[src/design/circular_double_ended_queue_unit_assert.svh]
// ----------------------------------------------------------------------------
// Assertion macros for the circular deque unit
// Clocked property checks on clk_i, with and without the reset qualifier.
// ----------------------------------------------------------------------------
`ifndef CIRCULAR_DOUBLE_ENDED_QUEUE_UNIT_ASSERT_SVH
`define CIRCULAR_DOUBLE_ENDED_QUEUE_UNIT_ASSERT_SVH

// check a property outside reset
`define CDEQ_ASSERT(name, prop, msg) \
  name: assert property (@(posedge clk_i) disable iff (!rst_ni) prop) else $error(msg);

// check a property at every edge, reset included
`define CDEQ_ASSERT_ALWAYS(name, prop, msg) \
  name: assert property (@(posedge clk_i) prop) else $error(msg);

`endif

[src/design/cdeq_pkg.sv]
// ----------------------------------------------------------------------------
// cdeq_pkg
// Types and constants of the circular double-ended queue unit.
// ----------------------------------------------------------------------------
package cdeq_pkg;

  localparam int unsigned DepthDefault = 8;
  localparam int unsigned WordWidth    = 32;
  localparam int unsigned ReqWidth     = 3;
  localparam int unsigned StatusWidth  = 2;

  typedef enum logic [ReqWidth-1:0] {
    REQ_PUSH_FRONT = 3'd0,
    REQ_PUSH_BACK  = 3'd1,
    REQ_POP_FRONT  = 3'd2,
    REQ_POP_BACK   = 3'd3,
    REQ_LIST       = 3'd4
  } req_e;

  typedef enum logic [StatusWidth-1:0] {
    STATUS_DONE  = 2'd0,
    STATUS_FULL  = 2'd1,
    STATUS_EMPTY = 2'd2
  } status_e;

  typedef enum logic [1:0] {
    S_IDLE = 2'd0,
    S_POP  = 2'd1,
    S_LIST = 2'd2
  } state_e;

endpackage

[src/design/circular_double_ended_queue_unit.sv]
// ----------------------------------------------------------------------------
// circular_double_ended_queue_unit
// Circular deque of 32-bit words held in one synchronous RAM, with push and
// pop at either end and a front-to-back listing of the contents.
// ----------------------------------------------------------------------------
//  channel  | dir | tdata          | tuser         | tlast
//  ---------+-----+----------------+---------------+----------------------
//  s_axis   | in  | item_value     | req_type      | -
//  m_axis   | out | word_out       | status        | last result of request
//
//  Push and refused requests load the result register directly. Pop reads
//  the slot RAM's registered read port, then S_POP loads the result. List
//  reads one RAM word per stored word. One request is in progress at a time.
//  Reset clears the pointers, the empty flag and the output valid flag; the
//  slot RAM keeps its contents and is never read before it is written.
//  A stalled m_axis holds the result register and pauses the listing.
// ----------------------------------------------------------------------------
`include "circular_double_ended_queue_unit_assert.svh"

module circular_double_ended_queue_unit #(
  parameter int unsigned DEPTH = cdeq_pkg::DepthDefault
) (
  input  logic                               clk_i,
  input  logic                               rst_ni,
  input  logic                               s_axis_tvalid_i,
  output logic                               s_axis_tready_o,
  input  logic [cdeq_pkg::WordWidth-1:0]     s_axis_tdata_i,  // [31:0] item_value
  input  logic [cdeq_pkg::ReqWidth-1:0]      s_axis_tuser_i,  // [2:0] req_type
  output logic                               m_axis_tvalid_o,
  input  logic                               m_axis_tready_i,
  output logic [cdeq_pkg::WordWidth-1:0]     m_axis_tdata_o,  // [31:0] word_out
  output logic [cdeq_pkg::StatusWidth-1:0]   m_axis_tuser_o,  // [1:0] status
  output logic                               m_axis_tlast_o
);

  localparam int unsigned IdxW = $clog2(DEPTH);
  localparam logic [IdxW-1:0] LastIdx = IdxW'(DEPTH - 1);

  function automatic logic [IdxW-1:0] idx_inc(input logic [IdxW-1:0] idx);
    return (idx == LastIdx) ? '0 : idx + 1'b1;
  endfunction

  function automatic logic [IdxW-1:0] idx_dec(input logic [IdxW-1:0] idx);
    return (idx == '0) ? LastIdx : idx - 1'b1;
  endfunction

  cdeq_pkg::state_e state_q, state_d;
  logic [IdxW-1:0]  head_q, head_d;
  logic [IdxW-1:0]  tail_q, tail_d;
  logic [IdxW-1:0]  list_q, list_d;
  logic             empty_q, empty_d;

  logic                          out_valid_q;
  logic                          out_load;
  cdeq_pkg::status_e             out_status_q, out_status_d;
  logic [cdeq_pkg::WordWidth-1:0] out_word_q, out_word_d;
  logic                          out_last_q, out_last_d;
  logic                          out_free;

  logic [cdeq_pkg::WordWidth-1:0] slot_mem [DEPTH];
  logic                          wr_en, rd_en;
  logic [IdxW-1:0]               wr_addr, rd_addr;
  logic [cdeq_pkg::WordWidth-1:0] rd_data_q;

  logic              in_xfer;
  logic              full;
  cdeq_pkg::req_e    req;

  assign out_free        = !out_valid_q || m_axis_tready_i;
  assign s_axis_tready_o = (state_q == cdeq_pkg::S_IDLE) && out_free;
  assign in_xfer         = s_axis_tvalid_i && s_axis_tready_o;
  assign full            = !empty_q && (idx_inc(tail_q) == head_q);
  assign req             = cdeq_pkg::req_e'(s_axis_tuser_i);

  always_comb begin
    state_d      = state_q;
    head_d       = head_q;
    tail_d       = tail_q;
    list_d       = list_q;
    empty_d      = empty_q;
    wr_en        = 1'b0;
    wr_addr      = '0;
    rd_en        = 1'b0;
    rd_addr      = '0;
    out_load     = 1'b0;
    out_status_d = cdeq_pkg::STATUS_DONE;
    out_word_d   = '0;
    out_last_d   = 1'b1;

    unique case (state_q)
      cdeq_pkg::S_IDLE: begin
        if (in_xfer) begin
          unique case (req)
            cdeq_pkg::REQ_PUSH_FRONT, cdeq_pkg::REQ_PUSH_BACK: begin
              out_load = 1'b1;
              if (full) begin
                out_status_d = cdeq_pkg::STATUS_FULL;
              end else if (empty_q) begin
                head_d  = '0;
                tail_d  = '0;
                empty_d = 1'b0;
                wr_en   = 1'b1;
                wr_addr = '0;
              end else if (req == cdeq_pkg::REQ_PUSH_FRONT) begin
                head_d  = idx_dec(head_q);
                wr_en   = 1'b1;
                wr_addr = idx_dec(head_q);
              end else begin
                tail_d  = idx_inc(tail_q);
                wr_en   = 1'b1;
                wr_addr = idx_inc(tail_q);
              end
            end
            cdeq_pkg::REQ_POP_FRONT, cdeq_pkg::REQ_POP_BACK: begin
              if (empty_q) begin
                out_load     = 1'b1;
                out_status_d = cdeq_pkg::STATUS_EMPTY;
              end else begin
                // read the word now into the read register; S_POP then loads it as the result
                rd_en   = 1'b1;
                rd_addr = (req == cdeq_pkg::REQ_POP_FRONT) ? head_q : tail_q;
                state_d = cdeq_pkg::S_POP;
                if (head_q == tail_q) begin
                  head_d  = '0;
                  tail_d  = '0;
                  empty_d = 1'b1;
                end else if (req == cdeq_pkg::REQ_POP_FRONT) begin
                  head_d = idx_inc(head_q);
                end else begin
                  tail_d = idx_dec(tail_q);
                end
              end
            end
            cdeq_pkg::REQ_LIST: begin
              if (empty_q) begin
                out_load     = 1'b1;
                out_status_d = cdeq_pkg::STATUS_EMPTY;
              end else begin
                rd_en   = 1'b1;
                rd_addr = head_q;
                list_d  = head_q;
                state_d = cdeq_pkg::S_LIST;
              end
            end
            default: begin
              // unused codes: drop without a result
            end
          endcase
        end
      end
      cdeq_pkg::S_POP: begin
        if (out_free) begin
          out_load   = 1'b1;
          out_word_d = rd_data_q;
          state_d    = cdeq_pkg::S_IDLE;
        end
      end
      cdeq_pkg::S_LIST: begin
        // read data stays put while the output stalls
        if (out_free) begin
          out_load   = 1'b1;
          out_word_d = rd_data_q;
          out_last_d = (list_q == tail_q);
          if (list_q == tail_q) begin
            state_d = cdeq_pkg::S_IDLE;
          end else begin
            list_d  = idx_inc(list_q);
            rd_en   = 1'b1;
            rd_addr = idx_inc(list_q);
          end
        end
      end
      default: begin
        state_d = cdeq_pkg::S_IDLE;
      end
    endcase
  end

  always_ff @(posedge clk_i or negedge rst_ni) begin
    if (!rst_ni) begin
      state_q     <= cdeq_pkg::S_IDLE;
      head_q      <= '0;
      tail_q      <= '0;
      list_q      <= '0;
      empty_q     <= 1'b1;
      out_valid_q <= 1'b0;
    end else begin
      state_q <= state_d;
      head_q  <= head_d;
      tail_q  <= tail_d;
      list_q  <= list_d;
      empty_q <= empty_d;
      if (out_load) begin
        out_valid_q <= 1'b1;
      end else if (m_axis_tready_i) begin
        out_valid_q <= 1'b0;
      end
    end
  end

  always_ff @(posedge clk_i) begin
    if (out_load) begin
      out_status_q <= out_status_d;
      out_word_q   <= out_word_d;
      out_last_q   <= out_last_d;
    end
  end

  // slot RAM: one write port, one registered read port
  always_ff @(posedge clk_i) begin
    if (wr_en) begin
      slot_mem[wr_addr] <= s_axis_tdata_i;
    end
  end

  always_ff @(posedge clk_i) begin
    if (rd_en) begin
      rd_data_q <= slot_mem[rd_addr];
    end
  end

  assign m_axis_tvalid_o = out_valid_q;
  assign m_axis_tdata_o  = out_word_q;
  assign m_axis_tuser_o  = out_status_q;
  assign m_axis_tlast_o  = out_last_q;

  `CDEQ_ASSERT(a_empty_ptrs_zero, empty_q |-> (head_q == '0 && tail_q == '0), "empty deque with nonzero pointers")
  `CDEQ_ASSERT(a_pop_reads, (in_xfer && !empty_q && (req == cdeq_pkg::REQ_POP_FRONT || req == cdeq_pkg::REQ_POP_BACK)) |=> (state_q == cdeq_pkg::S_POP), "pop did not wait for read data")
  `CDEQ_ASSERT(a_pop_out_free, (state_q == cdeq_pkg::S_POP) |-> !out_valid_q, "pop result would overwrite a pending result")
  `CDEQ_ASSERT_ALWAYS(a_reset_quiet, !rst_ni |=> !m_axis_tvalid_o, "result valid after a reset cycle")

endmodule
[config.mk]
export PLATFORM = sky130hd
export DESIGN_NAME = circular_double_ended_queue_unit
export DESIGN_NICKNAME = d
export VERILOG_FILES = /design/src/design/cdeq_pkg.sv /design/src/design/circular_double_ended_queue_unit.sv
export VERILOG_INCLUDE_DIRS = /design/src /design/src/design
export SDC_FILE = /design/constraint.sdc
export NUM_CORES = 1
export LEC_CHECK = 0
export BUFFER_PORTS_ARGS = -buffer_cell sky130_fd_sc_hd__buf_2
export CORE_UTILIZATION = 35
export CTS_BUF_LIST = sky130_fd_sc_hd__clkbuf_4
export CTS_CLUSTER_DIAMETER = 80
export DETAILED_ROUTE_END_ITERATION = 7
export PLACE_DENSITY = 0.49
export SYNTH_ARGS = -nofsm -noshare
export SYNTH_HDL_FRONTEND = slang
export SYNTH_SLANG_ARGS = --single-unit
[constraint.sdc]
create_clock -name clk_i -period 5.8 [get_ports clk_i]
set_input_delay 0.29 -clock clk_i [delete_from_list [all_inputs] [get_ports clk_i]]
set_output_delay 0.29 -clock clk_i [all_outputs]
set_load 0.05 [all_outputs]
# ---- Yosys cells after proc, flatten, opt, wreduce, memory -nomap -nowiden
# Memories as Yosys holds them, arrays and structs flattened. A register that Yosys moved wholly into a read port is not among the register bits.
# Cells that the tools add are included.
dict set report op_classes {
  add_sub_neg 5
  n_eq_ne 28
  mux 73
  n_reduce_logical 25
}
# operator count
set ops {}
lappend ops {{$mux 3} 34}
lappend ops {{$pmux 3 s2} 5}
lappend ops {{$reduce_and 7->1} 3}
lappend ops {{$mux 1} 20}
lappend ops {{$ne 3x3->1 const B} 6}
lappend ops {{$ne 2x2->1 const B} 8}
lappend ops {{$mux 2} 7}
lappend ops {{$eq 3x3->1 const B} 4}
lappend ops {{$add 3x1->3 const B} 3}
lappend ops {{$eq 3x3->1} 3}
lappend ops {{$logic_not 3->1} 3}
lappend ops {{$pmux 1 s2} 4}
lappend ops {{$pmux 2 s2} 2}
lappend ops {{$eq 3x2->1 const B} 2}
lappend ops {{$pmux 2 s3} 1}
lappend ops {{$reduce_and 2->1} 3}
lappend ops {{$reduce_and 6->1} 1}
lappend ops {{$reduce_bool 2->1} 3}
lappend ops {{$reduce_or 2->1} 3}
lappend ops {{$sub 3x1->3 const B} 2}
lappend ops {{$reduce_and 4->1} 1}
lappend ops {{$eq 3x1->1 const B} 1}
lappend ops {{$logic_and 1x1->1} 3}
lappend ops {{$ne 3x1->1 const B} 1}
lappend ops {{7 further kinds} 8}
dict set report totals {
  register_bits 48
  mem_bits_rw 256
  in_bits 39
  out_inout_bits 37
  elab_cells 141
  n_memories 1
}
# memory words word_bits rd rd_clocked_by_memory_dff wr line_no
set memory_table {}
lappend memory_table {slot_mem 8 32 1 1 1 circular_double_ended_queue_unit.sv:60} ;# logic [cdeq_pkg::WordWidth-1:0] slot_mem [DEPTH];

# ---- Depth between registers and ports, before layout
dict set report depth {
  depth_word 10
  ltp_mapped 10
  mapped_depth_nobuf 8
}

# ---- Worst setup path before layout
# No wires, ideal clock.
dict set report synth_path {
  path_kind {register to register}
  from {register out_valid_q, in the netlist m_axis_tvalid_o}
  to {memory slot_mem[0][0] (netlist name) (enable)}
  setup_time_ps 461
  arrival_time_ps 3883
  required_time_ps 5339
  path_slack_ps 1456
  stages_incl_launch_ff 8
  path_buffers 1
  synth_period_minus_slack_ps 4344
  path_cell_list {dfrtp_1 > nor2b_1 > clkbuf_1 > nor4b_2 > nand2_1 > nor2_1 > o21ai_0 > nor3_1}
}
dict set report synth_via {
  elab_chain_len 8
  elab_cells_between_ends 10
  classes_between {mux (6); reduce/logical (4)}
}
# element line_no
set synth_rtl {}
lappend synth_rtl {{start, declared} circular_double_ended_queue_unit.sv:53} ;# logic out_valid_q;
lappend synth_rtl {{start signal, assigned} circular_double_ended_queue_unit.sv:186} ;# out_valid_q <= 1'b0;
lappend synth_rtl {{start signal, assigned} circular_double_ended_queue_unit.sv:194} ;# out_valid_q <= 1'b1;
lappend synth_rtl {{start signal, assigned} circular_double_ended_queue_unit.sv:196} ;# out_valid_q <= 1'b0;
lappend synth_rtl {{$logic_not 1->1 (*)} circular_double_ended_queue_unit.sv:69} ;# assign out_free = !out_valid_q || m_axis_tready_i;
lappend synth_rtl {{$logic_or 1x1->1 (*)} circular_double_ended_queue_unit.sv:69}
lappend synth_rtl {{$logic_and 1x1->1 (*)} circular_double_ended_queue_unit.sv:70} ;# assign s_axis_tready_o = (state_q == cdeq_pkg::S_IDLE) && out_free;
lappend synth_rtl {{$logic_and 1x1->1 (*)} circular_double_ended_queue_unit.sv:71} ;# assign in_xfer = s_axis_tvalid_i && s_axis_tready_o;
lappend synth_rtl {{$mux 1} circular_double_ended_queue_unit.sv:92} ;# if (in_xfer) begin
lappend synth_rtl {{$mux 1} circular_double_ended_queue_unit.sv:90} ;# unique case (state_q)
lappend synth_rtl {{$mux 1} circular_double_ended_queue_unit.sv:211} ;# if (wr_en) begin
lappend synth_rtl {{$mux 1 (implied by the code)} circular_double_ended_queue_unit.sv:212} ;# slot_mem[wr_addr] <= s_axis_tdata_i;
lappend synth_rtl {{end, declared} circular_double_ended_queue_unit.sv:60}
# Every way passes the cells marked *; elsewhere a longest branch is shown, timed or not.

# ---- Worst setup path after layout
dict set report layout_path {
  from {register out_valid_q, in the netlist m_axis_tvalid_o}
  to {register rd_data_q[13] (netlist name), read port of slot_mem (data pin)}
}
dict set report layout_via {
  elab_chain_len 6
  elab_cells_between_ends 10
  classes_between {mux (6); reduce/logical (4)}
}
# element line_no
set layout_rtl {}
lappend layout_rtl {{$logic_not 1->1 (*)} circular_double_ended_queue_unit.sv:69}
lappend layout_rtl {{$logic_or 1x1->1 (*)} circular_double_ended_queue_unit.sv:69}
lappend layout_rtl {{$logic_and 1x1->1} circular_double_ended_queue_unit.sv:70}
lappend layout_rtl {{$logic_and 1x1->1} circular_double_ended_queue_unit.sv:71}
lappend layout_rtl {{$mux 3 or $mux 1 (tied branches)} circular_double_ended_queue_unit.sv:92}
lappend layout_rtl {{$pmux 3 s2 or $pmux 1 s2 (tied branches)} circular_double_ended_queue_unit.sv:90}
lappend layout_rtl {{end, declared} circular_double_ended_queue_unit.sv:63} ;# logic [cdeq_pkg::WordWidth-1:0] rd_data_q;
# Marked as above.
# A chain may end at the register's enable or synchronous reset.

==> impl_metrics.yaml <==
synthesis:
  avgSynthCellArea_sq_um: 17.0
  seq_area_frac_synth: 0.739
  yosysTopAreaCellShare: 0.715
  yosysWarnings: 0
  netlist_instances: 796
  synth-async-reset-ratio: 0.0387
  synth_area_sq_um: 13600
  yosysTopAreaCell: "edfxtp_1"
  syn_nets: 849
  synth_top_flop_cell: "edfxtp_1"
  synth_seq_cells: 336
  synth_edf_count: 323
  synthTopCellsByArea: "edfxtp_1 (71%), mux2i_1 (7.2%), a221oi_2 (3.5%)"
  synth_cell_types: 52
place:
  place.gp.congestion: 0.778
  hpwl_mm: 17.5
  dp_slack_ps: 1890
  place_inst: 1356
  numPortBuffers: 75
  placed_cell_area_sq_um: 14600
drt:
  ant_nets: 0
  wl_per_cell_um: 19.8
  drtPass1Iterations: 4
  drt_iter0_markers: 294
  vias: 7524
  drc_errors: 0
  wl_mm: 30.8
  via_per_inst: 4.84
final_layout:
  fillers: 3497
  syn2layout_area_growth_pct: 18.9
  final_area_sq_um: 16100
  fin_nets: 1031
  final_cells: 1556
  drive_above_1_share: 0.293
  postLayoutCoreUtil: 0.425
setup_path:
  crit_fanout: 31
  cp_cell_sequence: "nand2b_1 -> nand3_1 -> o22ai_4 -> buf_4 -> and2_1 -> buf_4 -> a32o_1 -> a221oi_2"
  reg2reg_depth: 8
  crit_path_frequent_cell: "buf_4"
  cp_top_family: "simple AND/OR/NAND/NOR gates"
  slowest_delay_ps: 720
  arrival_ps: 4250
  cp.required_ps: 6240
  path_class: "reg -> reg"
  path_depth: 8
  path_buf_inv: 2
  critPathSlowestCell: "and2_1"
  end_kind: "register"
  cp-start-kind: "register"
sta:
  slew_headroom: 0.185
  period_minus_slack_ps: 3810
  fin_ws_ps: 1990
  max_freq_mhz: 262
  maxSlewViolCount: 0
  rsz0062_at_grt: "no"
  post-route-period-util: 0.657
  skew_ps: 36.2
  tightest_slew_ps: 1220
  hold_viol_final: 0
  setup_violations: 0
  setup-tns-final_ps: 0
power:
  powerDensity_nw_per_um2: 455
  peakVddDrop_uv: 154
  leakage_nw: 5.55
job:
  max-cap-violations: 0
floorplan:
  die_w_um: 199
  die-area_sq_um: 39600
  initial_core_util: 0.358
  die_h_um: 199
  fp-row-count: 71
  num_io_pins: 76
  core_area_sq_um: 37900
worst_hold_path:
  min_path_cells: 4
  worstHoldPathType: "in -> reg"
global_route:
  grt_start_max_net_pins: 37
  antenna_found_initial: 3
  grt_pass1_wl_mm: 47.1
  grt_pass1_vias: 7879
  grt_usage: 0.163
  gr-total-overflow: 0
clocking:
  cts_tree: "yes"
  clock-sinks: 336
  clock_latency_ps: 730
  htree_levels: 3
  cts_resized: 0
  numCtsBuffers: 92
  cts_buffer_depth: 3
  clkTransAtPathRegs_ps: 60
  cts.root.buffer_cell: "clkbuf_4"
outcome:
  status: "finished, final reports clean"
[cells in the final DEF, fill, tap and decap left out, types with 3 or more instances in the layout]
cell,count
nor2_1,15
buf_4,18
xor2_1,7
nand2_1,80
dfrtp_1,12
diode_2,3
nor2_4,9
buf_2,75
clkbuf_4,146
inv_1,11
clkinv_1,8
mux2_2,5
and3_1,32
edfxtp_1,323
a221oi_2,32
a21oi_1,19
a32o_1,32
nor3_1,9
o21ai_0,10
dlygate4sd3_1,39
ha_1,14
mux2i_1,98
or3_1,4
[final timing paths]
check | startpoint | endpoint | slack, ps
hold / removal | s_axis_tuser_i[2] | state_q[1]$_DFFE_PN0P_ | 110
setup / recovery | m_axis_tvalid_o$_DFFE_PN0P_ | rd_data_q[13]$_DFFE_PP_ | 1990
min in group asynchronous | rst_ni | empty_q$_DFFE_PN1P_ | 590
hold reg to reg | rd_data_q[27]$_DFFE_PP_ | m_axis_tdata_o[27]$_SDFFCE_PN0P_ | 540
setup reg to reg | m_axis_tvalid_o$_DFFE_PN0P_ | rd_data_q[13]$_DFFE_PP_ | 1990
max in group asynchronous | rst_ni | head_q[2]$_DFFE_PN0P_ | 4110
[worst register-to-register path: stages, from the launching register on]
cell and delay, ps:
dfrtp_1 380, nand2b_1 550, nand3_1 430, o22ai_4 260, buf_4 500, and2_1 720, buf_4 440, a32o_1 210
a221oi_2 40
[synth_stat cells, types with 2 or more instances]
cell	n
a32oi_1	2
a211o_1	2
mux2_2	5
nand2b_1	2
or3_1	4
edfxtp_1	323
buf_6	9
o22ai_2	2
o21ai_0	10
buf_4	4
inv_1	11
xor2_2	2
and3_1	32
nand2_1	80
mux2i_1	98
a21o_1	2
buf_2	18
or2_2	2
clkbuf_1	12
nor3_1	11
nor2b_1	2
a32o_1	32
xor2_1	7
nor2_1	23
ha_1	14
dfrtp_1	12
a21oi_1	19
a221oi_2	32
[state kept, by name, summed over array words and instances (netlist names), 2 cells and up]
register / cells
m_axis_tuser_o: 2
tail_q: 3
list_q: 3
state_q: 2
slot_mem: 256
rd_data_q: 32
head_q: 3
m_axis_tdata_o: 32
[per-stage QoR]
stage                     power, mW  hold WS [ps]
after global placement         5.28           230
after CTS                      7.48          32.1
final                          7.35           107
after floorplan                4.71         -5.59
after global routing           7.75          71.8
after detailed placement       5.30           230
[final cells by class]
| type | count | area, sq um | area share |
|---|---|---|---|
| sequential | 336 | 10000 | 0.621 |
| antenna | 3 | 7.51 | 0.000465 |
| timing repair buffer | 132 | 901 | 0.0558 |
| tap | 511 | 639 | 0.0396 |
| multi-input combinational | 405 | 3350 | 0.208 |
| inverter | 11 | 41.3 | 0.00256 |
| clock buffer | 146 | 1100 | 0.0679 |
| clock inverter | 12 | 76.3 | 0.00473 |
[timing repair]
item / in CTS / in global routing
hold endpoints to repair: 272 / 0
hold buffers: 39 / 0
setup buffers: 0 / 0
[power by group]
group / switching [mW] / internal, mW
Combinational: 1.43 / 0.624
Clock: 0.945 / 1.17
Sequential: 0.145 / 3.04
[layer usage]
| metal | track usage | share of wire | wire (um) |
|---|---|---|---|
| met3 | 0.0368 | 0.050 | 1550 |
| met2 | 0.267 | 0.49 | 15100 |
| met5 | 0 | 0 | 0 |
| met4 | 0.0635 | 0.020 | 629 |
| met1 | 0.208 | 0.44 | 13600 |
[cells by family (layout without fill, tap and decap cells)]
logic type               count (synthesis)  after routing  share of synthesized area
AO/OA/AOI/OAI                          113            113                     0.0836
multiplexers                           103            103                     0.0764
adder cells (fa/ha/maj)                 14             14                     0.0129
flip-flops                             336            336                      0.739
buffers and inverters                   55            301                     0.0232
XOR/XNOR                                10             10                    0.00756
other                                    0              3                          0
AND/OR/NAND/NOR                        165            165                     0.0574
Power figures use the tool's default switching activity.
